<file path="config.mk">
export PLATFORM = sky130hd
export DESIGN_NAME = mix_integer_arithmetic_unit_top
export DESIGN_NICKNAME = d
export VERILOG_FILES = /design/src/rtl/core/miau_pkg.sv /design/src/rtl/core/mix_integer_arithmetic_unit_top.sv /design/src/rtl/core/miau_datapath.sv /design/src/rtl/core/miau_ctrl.sv
export SDC_FILE = /design/constraint.sdc
export NUM_CORES = 1
export LEC_CHECK = 0
export ABC_CLOCK_PERIOD_IN_PS = 5800
export BUFFER_PORTS_ARGS = -buffer_cell sky130_fd_sc_hd__buf_4
export CELL_PAD_IN_SITES_DETAIL_PLACEMENT = 1
export CELL_PAD_IN_SITES_GLOBAL_PLACEMENT = 2
export CORE_MARGIN = 1.5
export CORE_UTILIZATION = 38
export DETAILED_ROUTE_END_ITERATION = 10
export PLACE_DENSITY = 0.88
export SLEW_MARGIN = 30
export SYNTH_ARGS = -nofsm -noshare
export SYNTH_HDL_FRONTEND = slang
export SYNTH_SLANG_ARGS = --single-unit
</file>
<file path="constraint.sdc">
create_clock -name clk -period 5.8 [get_ports clk]
set_input_delay 1.16 -clock clk [delete_from_list [all_inputs] [get_ports clk]]
set_output_delay 1.16 -clock clk [all_outputs]
set_load 0.02 [all_outputs]
</file>
<file path="src/rtl/core/miau_pkg.sv">
// Shared constants and types for the MIX integer arithmetic unit.
package miau_pkg;
  localparam int WordBitsDefault = 30;

  localparam logic [1:0] KIND_ADD = 2'd0;
  localparam logic [1:0] KIND_SUB = 2'd1;
  localparam logic [1:0] KIND_MUL = 2'd2;
  localparam logic [1:0] KIND_DIV = 2'd3;

  // Controller to datapath commands.
  typedef struct packed {
    logic load;     // latch operand and operation
    logic addsub;   // finish add or subtract
    logic mul_init;
    logic div_init;
    logic div_pass2; // keep remainder, feed rX into the low half
    logic iter;     // one shift-add or restoring step
    logic mul_done;
    logic div_done;
  } miau_cmd_t;

  // Datapath to controller status.
  typedef struct packed {
    logic is_mul;
    logic is_div;
    logic div_zero;
  } miau_stat_t;
endpackage

</file>
<file path="src/rtl/core/mix_integer_arithmetic_unit_top.sv">
// Top level of the MIX integer arithmetic unit.
// Usage:
//   Input channel (in_valid/in_ready) carries kind, the memory word and the
//   field spec; one transfer per instruction. Output channel
//   (out_valid/out_ready) carries rA, rX, overflow and status after it.
//   Add and subtract go from dispatch straight to the result state.
//   Multiply runs one shift-add per cycle, then a finish step. Divide
//   uses a restoring divider that runs one quotient bit a cycle over the
//   high then low half, with a reload step between and a finish step.
//   A zero divisor goes from dispatch straight to the result with status
//   1, registers unchanged.
//   One item is in flight at a time; in_ready is high only when idle, in
//   the cycle after the result transfer.
//   If the receiver stalls, the result holds on the output ports until
//   transferred, and no new item is taken.
//   Reset clears rA, rX, their signs, status and the sticky overflow flag.
module mix_integer_arithmetic_unit_top
  import miau_pkg::*;
#(
  parameter int WORD_BITS = WordBitsDefault
) (
  input  logic                 clk,
  input  logic                 rst,
  input  logic                 in_valid,
  output logic                 in_ready,
  input  logic [1:0]           kind,
  input  logic                 mem_sign,
  input  logic [WORD_BITS-1:0] mem_magnitude,
  input  logic [2:0]           field_left,
  input  logic [2:0]           field_right,
  output logic                 out_valid,
  input  logic                 out_ready,
  output logic                 a_sign,
  output logic [WORD_BITS-1:0] a_value,
  output logic                 x_sign,
  output logic [WORD_BITS-1:0] x_value,
  output logic                 overflow_out,
  output logic                 status
);
  miau_cmd_t  cmd;
  miau_stat_t stat;

  miau_ctrl #(.WORD_BITS(WORD_BITS)) u_ctrl (
    .clk, .rst, .in_valid, .in_ready, .out_valid, .out_ready, .stat, .cmd
  );

  miau_datapath #(.WORD_BITS(WORD_BITS)) u_dp (
    .clk, .rst, .cmd, .stat, .kind, .mem_sign, .mem_magnitude,
    .field_left, .field_right,
    .a_sign_q(a_sign), .a_mag_q(a_value), .x_sign_q(x_sign),
    .x_mag_q(x_value), .ovf_q(overflow_out), .status_q(status)
  );
endmodule

</file>
<file path="src/rtl/core/miau_datapath.sv">
// Datapath: field select, registers, shift-add multiplier and restoring divider.
module miau_datapath
  import miau_pkg::*;
#(
  parameter int WORD_BITS = WordBitsDefault
) (
  input  logic                 clk,
  input  logic                 rst,
  input  miau_cmd_t            cmd,
  output miau_stat_t           stat,
  input  logic [1:0]           kind,
  input  logic                 mem_sign,
  input  logic [WORD_BITS-1:0] mem_magnitude,
  input  logic [2:0]           field_left,
  input  logic [2:0]           field_right,
  output logic                 a_sign_q,
  output logic [WORD_BITS-1:0] a_mag_q,
  output logic                 x_sign_q,
  output logic [WORD_BITS-1:0] x_mag_q,
  output logic                 ovf_q,
  output logic                 status_q
);
  localparam int ByteBits = WORD_BITS / 5;
  localparam int W = WORD_BITS;

  // field select
  logic           fsel_sign;
  logic [W-1:0]   fsel_mag;
  logic [W-1:0]   shifted;
  logic [W-1:0]   fmask;
  logic [2:0]     first;
  logic [5:0]     shamt;
  logic [5:0]     nbits;

  always_comb begin
    fsel_sign = 1'b0;
    fsel_mag  = '0;
    first     = (field_left == 3'd0) ? 3'd1 : field_left;
    shamt     = 6'((3'd5 - field_right) * ByteBits);
    nbits     = 6'((field_right - first + 3'd1) * ByteBits);
    shifted   = mem_magnitude >> shamt;
    fmask     = ~({W{1'b1}} << nbits);
    if (!(field_left > 3'd5 || field_right > 3'd5 || field_left > field_right)) begin
      fsel_sign = (field_left == 3'd0) ? mem_sign : 1'b0;
      if (field_right != 3'd0)
        fsel_mag = (first > 3'd1) ? (shifted & fmask) : shifted;
    end
  end

  logic           op_sign;
  logic [W-1:0]   op_mag;
  logic [1:0]     op_kind;
  // working registers: hi:lo hold product or remainder:quotient
  logic [W:0]     hi;
  logic [W-1:0]   lo;
  logic           qovf;

  assign stat.is_mul   = (op_kind == KIND_MUL);
  assign stat.is_div   = (op_kind == KIND_DIV);
  assign stat.div_zero = (op_mag == '0);

  // add/sub
  logic           eff_sign;
  logic [W:0]     sum;
  logic [W:0]     diff_av, diff_va;
  assign eff_sign = op_sign ^ (op_kind == KIND_SUB);
  assign sum      = {1'b0, a_mag_q} + {1'b0, op_mag};
  assign diff_av  = {1'b0, a_mag_q} - {1'b0, op_mag};
  assign diff_va  = {1'b0, op_mag} - {1'b0, a_mag_q};

  // divide step
  logic [W+1:0]   trial;
  assign trial = {hi, lo[W-1]} - {2'b00, op_mag};

  always_ff @(posedge clk) begin
    if (rst) begin
      a_sign_q <= 1'b0;
      a_mag_q  <= '0;
      x_sign_q <= 1'b0;
      x_mag_q  <= '0;
      ovf_q    <= 1'b0;
      status_q <= 1'b0;
    end else begin
      if (cmd.load) begin
        op_sign  <= fsel_sign;
        op_mag   <= fsel_mag;
        op_kind  <= kind;
        status_q <= 1'b0;
      end
      if (cmd.addsub) begin
        if (a_sign_q == eff_sign) begin
          if (sum != '0) begin
            a_mag_q <= sum[W-1:0];
            if (sum[W]) ovf_q <= 1'b1;
          end
        end else if (!diff_av[W]) begin
          a_mag_q <= diff_av[W-1:0];
        end else begin
          a_mag_q  <= diff_va[W-1:0];
          a_sign_q <= eff_sign;
        end
      end
      if (cmd.mul_init) begin
        hi <= '0;
        lo <= op_mag;
      end
      if (cmd.div_init) begin
        if (stat.div_zero) status_q <= 1'b1;
        // pass one divides rA; any quotient bit there means overflow
        hi   <= '0;
        lo   <= a_mag_q;
        qovf <= 1'b0;
      end
      if (cmd.div_pass2) begin
        // lo holds the high quotient half, hi the remainder carried over
        qovf <= (lo != '0);
        lo   <= x_mag_q;
      end
      if (cmd.iter) begin
        if (stat.is_mul) begin
          {hi, lo} <= {1'b0, ({1'b0, hi[W-1:0]} + (lo[0] ? {1'b0, a_mag_q} : '0)),
                       lo[W-1:1]};
        end else if (!trial[W+1]) begin
          hi <= trial[W:0];
          lo <= {lo[W-2:0], 1'b1};
        end else begin
          hi <= {hi[W-1:0], lo[W-1]};
          lo <= {lo[W-2:0], 1'b0};
        end
      end
      if (cmd.mul_done) begin
        a_sign_q <= a_sign_q ^ op_sign;
        x_sign_q <= a_sign_q ^ op_sign;
        a_mag_q  <= hi[W-1:0];
        x_mag_q  <= lo;
      end
      if (cmd.div_done) begin
        // finish: quotient to rA, remainder to rX, overflow if pass one had quotient bits
        a_sign_q <= a_sign_q ^ op_sign;
        x_sign_q <= a_sign_q;
        a_mag_q  <= lo;
        x_mag_q  <= hi[W-1:0];
        if (qovf) ovf_q <= 1'b1;
      end
    end
  end
endmodule

</file>
<file path="src/rtl/core/miau_ctrl.sv">
// Controller: sequences the item through setup, iterations and result.
module miau_ctrl
  import miau_pkg::*;
#(
  parameter int WORD_BITS = WordBitsDefault
) (
  input  logic       clk,
  input  logic       rst,
  input  logic       in_valid,
  output logic       in_ready,
  output logic       out_valid,
  input  logic       out_ready,
  input  miau_stat_t stat,
  output miau_cmd_t  cmd
);
  localparam int CntW = $clog2(WORD_BITS + 1);
  localparam logic [2:0] S_IDLE = 3'd0, S_DISP = 3'd1, S_ITER = 3'd2,
                         S_DIV2 = 3'd3, S_ITER2 = 3'd4, S_OUT = 3'd5,
                         S_FIN = 3'd6;

  logic [2:0]      state, state_next;
  logic [CntW-1:0] cnt, cnt_next;

  assign in_ready  = (state == S_IDLE);
  assign out_valid = (state == S_OUT);

  always_comb begin
    state_next = state;
    cnt_next   = cnt;
    cmd        = '0;
    case (state)
      S_IDLE: if (in_valid) begin
        cmd.load   = 1'b1;
        state_next = S_DISP;
      end
      S_DISP: begin
        cnt_next = CntW'(WORD_BITS);
        if (stat.is_mul) begin
          cmd.mul_init = 1'b1;
          state_next   = S_ITER;
        end else if (stat.is_div) begin
          cmd.div_init = 1'b1;
          state_next   = stat.div_zero ? S_OUT : S_ITER;
        end else begin
          cmd.addsub = 1'b1;
          state_next = S_OUT;
        end
      end
      S_ITER: begin
        cmd.iter = 1'b1;
        cnt_next = cnt - 1'b1;
        if (cnt == CntW'(1)) state_next = stat.is_div ? S_DIV2 : S_FIN;
      end
      S_DIV2: begin
        cmd.div_pass2 = 1'b1;
        cnt_next      = CntW'(WORD_BITS);
        state_next    = S_ITER2;
      end
      S_ITER2: begin
        cmd.iter = 1'b1;
        cnt_next = cnt - 1'b1;
        if (cnt == CntW'(1)) state_next = S_FIN;
      end
      S_FIN: begin
        if (stat.is_mul) cmd.mul_done = 1'b1;
        else cmd.div_done = 1'b1;
        state_next = S_OUT;
      end
      S_OUT: if (out_ready) state_next = S_IDLE;
      default: state_next = S_IDLE;
    endcase
  end

  always_ff @(posedge clk) begin
    if (rst) begin
      state <= S_IDLE;
      cnt   <= '0;
    end else begin
      state <= state_next;
      cnt   <= cnt_next;
    end
  end
endmodule

</file>
==> results.md <==
* Fin. Hold Viols at 0
* Crit path capture type: register
* WL/cell at 27.1 um
* LEAKAGE at 8.81 nW
* Actual slew at the worst max-slew pin at 0.986 ns
* Tmin final at 4.95 ns
* Syn. warnings at 0
* Number of synthesized flops with an enable pin at 95
* CTS-repair resized insts at 0
* Setup CP Type: reg2reg
* Final setup margin at 0.845 ns
* Met3 Track Usage GR at 4.85%
* Placer Congestion at 1.03
* Worst min path class: reg2reg
* Total power draw at 7.02 mW
* Fmax at 202 MHz
* Clk pwr share at 17.1%
* Initial drt markers at 1578
* Crit Path Max Fanout at 39
* R2r startpoint: u_dp.lo[29]
* # IOs at 109
* Post-synthesis sequential element count at 167
* Total die area at 51400 sq um
* Pwr/cell area at 329 nW/um^2
* Die W at 227 um
* Tot GR Track Use at 33.9%
* DP HPWL at 68400 um
* Synth Instances at 2486
* Vias in the first global route at 21100
* RSZ-0062 raised after global routing: no
* Global-route wire length before repair at 131000 um
* Final Slew Violations at 0
* Vias per cell at 6.33
* Post-route insts no fill at 3221
* DR pass1 iterations at 6
* Sequential Power Share at 24.8%
* Most common cell after layout, fill and taps aside: nor2_1
* Final Skew at 0.0115 ns
* Hold Startpoint: u_dp.x_sign_q
* Net switching power at 3.45 mW
* Setup TNS at 0 ns
* Sw Share at 49.2%
* Largest net degree at the start of global routing at 88
* Root buffer cell: clkbuf_16
* Synth Net Count at 2702
* Maximum buffer depth of the clock tree at 2
* Mean post-synth cell area at 7.64 sq um
* Register area share after synthesis at 22.6%
* Vias at 20400
* CTS tree: yes
* Critical Path RT at 6.01 ns
* Fraction of registers with async set/reset at 0%
* ANT nets after route at 0
* Logic pwr share at 58.1%
* GRT Residual Overflow at 0
* Drt total wl at 87300 um
* Initial antenna violation count at 1
* DRC at 0
* Initial Util at 38.7%
* Most common flop cell mapped by yosys: edfxtp_1
* Status: finished clean
* Met2 Usage GRT at 56.6%
* Port Buf Inserts at 108
* Max H-tree Level at 4
* Area Overhead vs Synth at 12.4%
* Post-Place Worst Slack at 0.746 ns
* Core area at 49200 sq um
* Placed inst area at 20700 sq um
* Grt met1 use at 41.2%
* Worst-Skew Late Latency at 0.47 ns
* Worst Path Arrival at 5.16 ns
* Relative slew slack at 34.1%
* Setup violations, final at 0
* Post-CTS setup buffer count at 0
* # hold bufs at CTS at 0
* Setup crit start: u_dp.lo[29]
* Clock sink count at 167
* Mapped Area at 19000 sq um
* Gr busiest metal: met2
* Post-route cell area at 21400 sq um
* Max-cap violation count at 0
* Placed Cells at 3187
* Period utilization at 85.4%
* # nets final at 2759
* Share of cells above drive strength 1 at 11.3%
* Most frequent cells in the layout: 264 x nor2_1, 246 x nand2_1, 242 x a21oi_1
* Count of different cell masters after synthesis at 94
* Int Power at 3.57 mW
* CTS Buf Count at 17
* Clock slew at reported path FFs at 0.07 ns
* Startpoint class of the critical path: register
* Maximum vdd drop at 0.202 mV
* Die H at 227 um
* Std cell rows at 81
power groups by stage:
stage	clock (mW)	sequential (mW)	combinational, mW
2_1_floorplan	0	1.68	2.64
3_3_place_gp	0	1.75	3.89
3_5_place_dp	0	1.75	3.97
4_1_cts	1.21	1.73	4.00
5_1_grt	1.25	1.75	4.38
6_report	1.20	1.74	4.08
cells by family after synthesis:
logic type                 Yosys count  share of synthesized area, %
AOI/OAI and AO/OA                  791                          27.4
xor gates and xnor gates           101                          4.65
adders and majority gates          173                          11.6
buffers and inverters              278                          5.85
DFF                                167                          22.6
muxes                              114                          6.20
and+or+nand+nor                    862                          21.7
area by class of cell:
class / count / area (sq um)
Tap cell: 664 / 831
Antenna cell: 1 / 2.50
Fill cell: 6048 / 27800
Sequential cell: 167 / 4290
Clock inverter: 10 / 86.3
Clock buffer: 22 / 507
Multi-Input combinational cell: 2041 / 13700
Timing Repair Buffer: 185 / 1410
Inverter: 131 / 492
Yosys cell counts (23+ instances only):
cell type | instances | area [sq um]
a211oi_1 | 60 | 450
a21o_1 | 51 | 383
a21oi_1 | 244 | 1220
a311oi_1 | 39 | 342
a31oi_1 | 75 | 469
and2_1 | 46 | 288
and3_1 | 23 | 144
buf_2 | 27 | 135
clkbuf_1 | 102 | 383
dfxtp_1 | 72 | 1440
edfxtp_1 | 95 | 2850
ha_1 | 167 | 2090
inv_1 | 125 | 469
mux2i_1 | 102 | 1020
nand2_1 | 246 | 923
nand2b_1 | 31 | 194
nand3_1 | 59 | 295
nor2_1 | 267 | 1000
nor2b_1 | 37 | 231
nor3_1 | 50 | 250
nor4_1 | 25 | 156
o21ai_0 | 107 | 536
xnor2_1 | 79 | 692
metrics by stage:
stage,utilization [%],hold slack [ns]
after detailed placement,42.2,0.496
after floorplan,-,0.500
final,43.5,0.516
after CTS,43.4,0.518
after global placement,42.1,0.493
after global routing,43.5,0.550
routing by layer:
layer	part of all wire, %	up-vias
met3	5.6	252
met4	6.5	0
met2	47	796
met5	0	-
li1	-	9261
met1	41	10100
sequential cells by signal, summed over array words and instances (netlist names):
signal	flops
u_dp.hi	31
u_dp.a_mag_q	30
u_dp.lo	30
u_dp.op_mag	30
u_dp.x_mag_q	30
u_ctrl.cnt	5
u_ctrl.state	3
u_dp.op_kind	2
u_dp.a_sign_q	1
u_dp.op_sign	1
u_dp.ovf_q	1
u_dp.qovf	1
u_dp.status_q	1
u_dp.x_sign_q	1
worst paths after layout:
| check | depth (start not counted) | endpoint | slack [ns] |
|---|---|---|---|
| worst max-delay path | 13 | u_dp.hi[8] | 0.85 |
| worst min-delay path | 2 | u_dp.x_sign_q | 0.52 |
| worst min register to register | 2 | u_dp.x_sign_q | 0.52 |
| worst max register to register | 13 | u_dp.hi[8] | 0.85 |
worst max-delay path, cell delays in order, from the launching register on:
cell and delay, ns:
edfxtp_1 0.54, inv_1 0.23, ha_1 0.31, nor2b_1 0.22
o31ai_1 0.17, a211oi_1 0.62, o2111ai_1 0.36, and3_1 0.27
o31a_1 0.35, o41ai_2 0.45, xor2_4 0.16, buf_4 0.50
mux2i_1 0.35, a21oi_1 0.11
(Power assumes the default switching activity.)
